**config.mk**
```make
export PLATFORM = sky130hd
export DESIGN_NAME = pqfs_queue
export DESIGN_NICKNAME = d
export VERILOG_FILES = /design/src/rtl/core/pqfs_pkg.sv /design/src/rtl/core/pqfs_queue.sv
export SDC_FILE = /design/constraint.sdc
export NUM_CORES = 1
export LEC_CHECK = 0
export BUFFER_PORTS_ARGS = -buffer_cell sky130_fd_sc_hd__buf_2
export CAP_MARGIN = 10
export CORE_ASPECT_RATIO = 0.5
export CORE_MARGIN = 5
export CORE_UTILIZATION = 55
export CTS_CLUSTER_DIAMETER = 120
export CTS_CLUSTER_SIZE = 40
export DETAILED_ROUTE_END_ITERATION = 8
export PLACE_DENSITY = 0.74
export SKIP_LAST_GASP = 1
export SYNTH_ARGS = -nofsm -noshare
export SYNTH_HDL_FRONTEND = slang
export SYNTH_SLANG_ARGS = --single-unit
```
**constraint.sdc**
```tcl
create_clock -name clock -period 8.4 [get_ports clock]
set_clock_uncertainty 0.05 [all_clocks]
set_input_delay 1.26 -clock clock [delete_from_list [all_inputs] [get_ports clock]]
set_output_delay 1.26 -clock clock [all_outputs]
set_load 0.1 [all_outputs]
```
**src/rtl/core/pqfs_pkg.sv**
```systemverilog
// shared constants and types for the pq fast-scan distance accumulator
package pqfs_pkg;

   localparam int MAX_SUBSPACES = 64;
   localparam int BLOCK_VECTORS = 32;
   localparam int CODES_PER_ROW = 16;
   localparam int TABLE_DEPTH   = MAX_SUBSPACES * CODES_PER_ROW;

   localparam int ROW_W    = $clog2(MAX_SUBSPACES);
   localparam int CODE_W   = 4;
   localparam int ENTRY_W  = 8;
   localparam int ROW_BITS = CODES_PER_ROW * ENTRY_W;
   localparam int HALF_W   = 64;
   localparam int CODES_W  = 2 * HALF_W;
   localparam int ADDR_W   = 10;
   localparam int VALUE_W  = 8;
   localparam int SUM_W    = 14;
   localparam int VEC_W    = $clog2(BLOCK_VECTORS);
   localparam int COUNT_W  = 7;
   localparam int EFF_W    = 9;

   localparam logic [SUM_W-1:0]   SUM_MAX     = {SUM_W{1'b1}};
   localparam logic [COUNT_W-1:0] COUNT_RESET = COUNT_W'(MAX_SUBSPACES);
   localparam logic [VEC_W-1:0]   LAST_VECTOR = VEC_W'(BLOCK_VECTORS - 1);

   localparam int QUEUE_DEPTH = 4;
   localparam int QPTR_W      = $clog2(QUEUE_DEPTH);
   localparam int QLVL_W      = $clog2(QUEUE_DEPTH + 1);

   localparam logic OP_LOAD = 1'b0;
   localparam logic OP_SCAN = 1'b1;

   typedef struct packed {
      logic [ROW_BITS-1:0] row;
      logic [CODES_W-1:0]  codes;
      logic                block_end;
   } pqfs_scan_type;

endpackage

```
**src/rtl/core/pqfs_queue.sv**
```systemverilog
// short fifo of fetched scan rows between front and back
module pqfs_queue (
   input  logic                            clock,
   input  logic                            reset,
   input  logic                            push_valid,
   input  pqfs_pkg::pqfs_scan_type         push_entry,
   input  logic                            pop,
   output logic                            head_valid,
   output pqfs_pkg::pqfs_scan_type         head_entry,
   output logic [pqfs_pkg::QLVL_W-1:0]     level
);

   pqfs_pkg::pqfs_scan_type        slot_ff [pqfs_pkg::QUEUE_DEPTH];
   logic [pqfs_pkg::QPTR_W-1:0]    wr_ptr_ff;
   logic [pqfs_pkg::QPTR_W-1:0]    rd_ptr_ff;
   logic [pqfs_pkg::QLVL_W-1:0]    count_ff;
   logic [pqfs_pkg::QLVL_W-1:0]    count_in;

   assign head_valid = count_ff != '0;
   assign head_entry = slot_ff[rd_ptr_ff];
   assign level      = count_ff;

   always_comb begin
      count_in = count_ff;
      if (push_valid && !pop) begin
         count_in = count_ff + pqfs_pkg::QLVL_W'(1);
      end else if (pop && !push_valid) begin
         count_in = count_ff - pqfs_pkg::QLVL_W'(1);
      end
   end

   always_ff @(posedge clock) begin
      if (reset) begin
         wr_ptr_ff <= '0;
         rd_ptr_ff <= '0;
         count_ff  <= '0;
      end else begin
         if (push_valid) begin
            wr_ptr_ff <= wr_ptr_ff + pqfs_pkg::QPTR_W'(1);
         end
         if (pop) begin
            rd_ptr_ff <= rd_ptr_ff + pqfs_pkg::QPTR_W'(1);
         end
         count_ff <= count_in;
      end
   end

   always_ff @(posedge clock) begin
      if (push_valid) begin
         slot_ff[wr_ptr_ff] <= push_entry;
      end
   end

   a_no_overflow: assert property (@(posedge clock) disable iff (reset)
      push_valid |-> (count_ff != pqfs_pkg::QLVL_W'(pqfs_pkg::QUEUE_DEPTH)))
      else $error("push into full queue");

   a_no_underflow: assert property (@(posedge clock) disable iff (reset)
      pop |-> (count_ff != '0))
      else $error("pop from empty queue");

endmodule

```
## Word level (Yosys, flattened, before mapping)

Memories as Yosys holds them, arrays and structs flattened. A register that Yosys moved wholly into a read port is not among the register bits.
Index checks and enable logic that the tools add are counted.

| storage, ports and cells | value |
|---|---|
| bits of input ports | 261 |
| bits in registers | 7 |
| word-level logic and storage cells | 20 |
| memories | 1 |
| RAM bits | 1,028 |

Memories:

| memory | words | width | rd ports | clocked after Yosys merged registers in | wr ports | line | text |
|---|---|---|---|---|---|---|---|
| slot_ff | 4 | 257 | 1 | 1 | 1 | pqfs_queue.sv:13 | `pqfs_pkg::pqfs_scan_type slot_ff [pqfs_pkg::QUEUE_DEPTH];` |

| cells by class | value |
|---|---|
| reduce and logical (&&, ||, !) cells | 6 |
| add/subtract/negate cells | 4 |
| multiplexer cells | 6 |

Operator list:

| cell | number |
|---|---|
| 2-to-1 mux 3 bit | 2 |
| adder 2 x 1 -> 2 bit, second input constant | 2 |
| 2-to-1 mux 2 bit | 2 |
| adder 3 x 1 -> 3 bit, second input constant | 1 |
| nonzero test 3 bit | 1 |
| subtractor 3 x 1 -> 3 bit, second input constant | 1 |
| logical AND 1 bit | 2 |
| zero test 1 bit | 2 |
| 2-to-1 mux 1 bit | 2 |
| nonzero test 2 bit | 1 |

## Depth between registers and ports, before layout

| logic depth | value |
|---|---|
| word-level depth | 4 |
| mapped depth | 7 |
| gate-level depth less buffers | 7 |

## Worst setup path before layout

Ideal clock, no wire load.

| timing path | value |
|---|---|
| kind | input-to-reg |
| start | in push_valid |
| end | mem slot_ff[0][0] (netlist bit), enable pin |
| slack | 0.633 ns |
| setup time | 0.649 ns |
| path buffers | 0 |
| arrival time | 7.068 ns |
| stages | 1 |
| cell sequence | and2_1 |

| between the ends | value |
|---|---|
| longest elaborated chain between the ends | 2 |

Ends and longest elaborated chain:

| what | line | text |
|---|---|---|
| from (decl) | pqfs_queue.sv:5 | `input logic push_valid,` |
| 2-to-1 mux 1 bit | pqfs_queue.sv:49 | `if (push_valid) begin` |
| 2-to-1 mux 1 bit (not written as such) | pqfs_queue.sv:50 | `slot_ff[wr_ptr_ff] <= push_entry;` |
| to (decl) | pqfs_queue.sv:13 |  |

Every way passes these cells.

==> flow_summary.json <==
{
  "synth.distinct_cells": 20,
  "ff2ff_path_depth": 4,
  "max_cap_viol_count": 0,
  "wl_per_cell_um": 26.5,
  "route.detailed.drc": 0,
  "hold_end": "rd_ptr_ff[0]",
  "place_area_mm2": 0.0410,
  "synth_compound_area_share_pct": 0.0265,
  "worstPathArrival_ns": 3.48,
  "synthAdderAreaFrac_pct": 0.219,
  "ys_ff_latch": 1037,
  "synth_simple_gate_area_share_pct": 0.179,
  "postCtsSetupRepairBufs": 0,
  "synth.net_count": 1653,
  "holdCritPathClass": "flip-flop to flip-flop",
  "hold_buffers": 0,
  "grt_usage_pct": 19.7,
  "net-switching-power_w": 0.00336,
  "numPortBuffers": 521,
  "grt_pass1_wl_um": 109000,
  "rsz0062_at_grt": "false",
  "dp.cells": 2761,
  "finalCritPeriodShare_pct": 57.0,
  "utilization_pct": 62.0,
  "yosysWarningCount": 0,
  "post_cts_resized": 0,
  "internal-power_w": 0.00706,
  "fp.dieH_um": 195,
  "ys_seq_area_share_pct": 82.3,
  "syn2layout_area_growth_pct": 10.9,
  "syn_inst": 1386,
  "crit_required_ns": 7.09,
  "fp.dieW_um": 380,
  "critPathMaxFanout": 110,
  "gp_congestion": 0.731,
  "grt_pass1_vias": 16800,
  "cp-end-kind": "output port",
  "ios": 522,
  "synth_mux_area_share_pct": 15.4,
  "final_area_mm2": 0.0418,
  "crit_path_start_kind": "flip-flop",
  "power_frac_seq_pct": 57.8,
  "grtUsageMet1_pct": 23.9,
  "drive_above_1_share_pct": 43.6,
  "row_count": 67,
  "via_per_inst": 5.74,
  "critPathKind": "flip-flop to output port",
  "run_status": "complete, no violations",
  "multi_input_area_mm2": 0.00602,
  "use_met2_pct": 37.2,
  "clkTransAtPathRegs_ns": 0.13,
  "avgSynthCellArea_um2": 27.2,
  "hold_path_depth": 2,
  "reg2reg_slack_ns": 5.36,
  "clock.fmax_mhz": 209,
  "pwr-share-comb_pct": 23.0,
  "hold_violations": 0,
  "worstMarginPinSlew_ns": 1.03,
  "drt_wl_total_um": 74600,
  "grt_max_degree": 142,
  "reg2reg_from": "wr_ptr_ff[0]",
  "clkLatencyLatePin_ns": 0.64,
  "cts_tree": "yes",
  "r2r_end": "slot_ff[1][152]",
  "setup_violations": 0,
  "hold_start": "rd_ptr_ff[0]",
  "core_area_mm2": 0.0675,
  "ant_nets": 0,
  "htreeDepth": 1,
  "final-instance-count-excl-fill": 2817,
  "vias": 16200,
  "dpl.hpwl_um": 47000,
  "cts_num_sinks": 1037,
  "drv_slew": 0,
  "grt.met3_usage_pct": 2.03,
  "top_usage_layer": "met2",
  "relSlewSlack_pct": 31.3,
  "clk_path_buf_depth": 3,
  "cts_root_buf": "clkbuf_16",
  "drt_first_iter_violations": 1231,
  "synth_xor_area_share_pct": 0.116,
  "p_leak_nw": 13.6,
  "finalSetupTns_ns": 0,
  "final-seq-area_mm2": 0.0311,
  "drt_first_pass_iters": 5,
  "switching_share_pct": 32.2,
  "power_density_mw_per_mm2": 249,
  "power_frac_clock_pct": 19.3,
  "final_nets": 2162,
  "ir_drop_v": 0.000151,
  "synth_top_family_by_area": "multiplexers",
  "fillerInstances": 4595,
  "initial_core_util_pct": 55.9,
  "die-area_mm2": 0.0743,
  "finalCriticalPeriod_ns": 4.79,
  "antenna_found_initial": 19,
  "cts_made_buffers": 29,
  "syn_area_mm2": 0.0377,
  "total_power_w": 0.0104,
  "gr-total-overflow": 0
}
stage by stage:
stage,hold slack (ns),setup slack (ns)
2_1_floorplan,0.435,0.633
3_3_place_gp,0.454,4.19
3_5_place_dp,0.469,4.18
4_1_cts,0.492,3.44
5_1_grt,0.536,3.23
6_report,0.497,3.61
worst max-delay path, cell delays in order (launching register included):
cell     delay [ns]
dfxtp_4        0.99
buf_12         0.72
mux4_2         0.62
buf_2          0.31
registers in the layout (all words and copies together) (netlist names), named ones only:
name	flops
slot_ff	1028
level	3
rd_ptr_ff	2
wr_ptr_ff	2
layout by cell type (no fill, tap or decap):
| cell | n |
|---|---|
| nand2_1 | 1 |
| clkbuf_16 | 29 |
| ha_1 | 5 |
| or3_1 | 2 |
| inv_1 | 4 |
| a21oi_1 | 1 |
| mux4_2 | 257 |
| buf_4 | 9 |
| edfxtp_1 | 1028 |
| dfxtp_4 | 2 |
| buf_12 | 7 |
| mux2i_1 | 2 |
| buf_2 | 521 |
| xnor2_1 | 2 |
| o21ai_0 | 1 |
| diode_2 | 15 |
| clkinv_2 | 1 |
| nor2_1 | 7 |
| clkbuf_1 | 11 |
| dfxtp_1 | 7 |
| and2_4 | 4 |
| fa_1 | 1 |
| xor2_1 | 3 |
kinds of logic after synthesis:
family                     count (synthesis)
xor gates and xnor gates                   5
DFF                                     1037
buffers and inverters                     63
AOI/OAI and AO/OA                          2
and+or+nand+nor                           14
muxes                                    259
adders and majority gates                  6
metal layers:
layer,wire [um],vias up
met4,2500,0
li1,-,6992
met1,27000,8723
met3,2100,101
met2,43000,342
met5,0,-
cells in the mapped netlist, drive strengths merged:
cell	number	area, um^2
or3	2	12.5
mux2i	2	20.0
a21oi	1	5.00
nor2	7	26.3
edfxtp	1028	30900
dfxtp	9	180
and2	4	25.0
nand2	1	3.75
inv	4	15.0
buf	54	637
clkbuf	5	18.8
xor2	3	26.3
fa	1	20.0
xnor2	2	17.5
ha	5	62.6
mux4	257	5790
o21ai	1	5.00
power groups by stage:
stage	clock [W]	combinational [W]	sequential, W
final	0.00201	0.00239	0.00602
after global placement	0	0.00241	0.00613
after global routing	0.00225	0.00246	0.00604
after detailed placement	0	0.00242	0.00614
after CTS	0.00207	0.00242	0.00602
after floorplan	0	0.00201	0.00617
how the worst max path moves through the flow:
| stage | start | end | cells after the start |
|---|---|---|---|
| final | flip-flop | head_entry[78] | 3 |
| after detailed placement | flip-flop | head_entry[76] | 3 |
| after CTS | flip-flop | head_entry[76] | 3 |
| after global routing | flip-flop | head_entry[78] | 3 |
| after floorplan | push_valid | slot_ff[0][0] | 1 |
| after global placement | flip-flop | head_entry[21] | 3 |
layout make-up:
cell class                 count  area share (%)
sequential                  1037            74.2
multi-input combinational    286            14.4
timing repair buffer         537            6.73
tap                          897            2.68
clock buffer                  40            1.83
antenna                       15          0.0897
inverter                       4          0.0359
clock inverter                 1          0.0120
No activity file was read; power rests on OpenSTA's default activity.
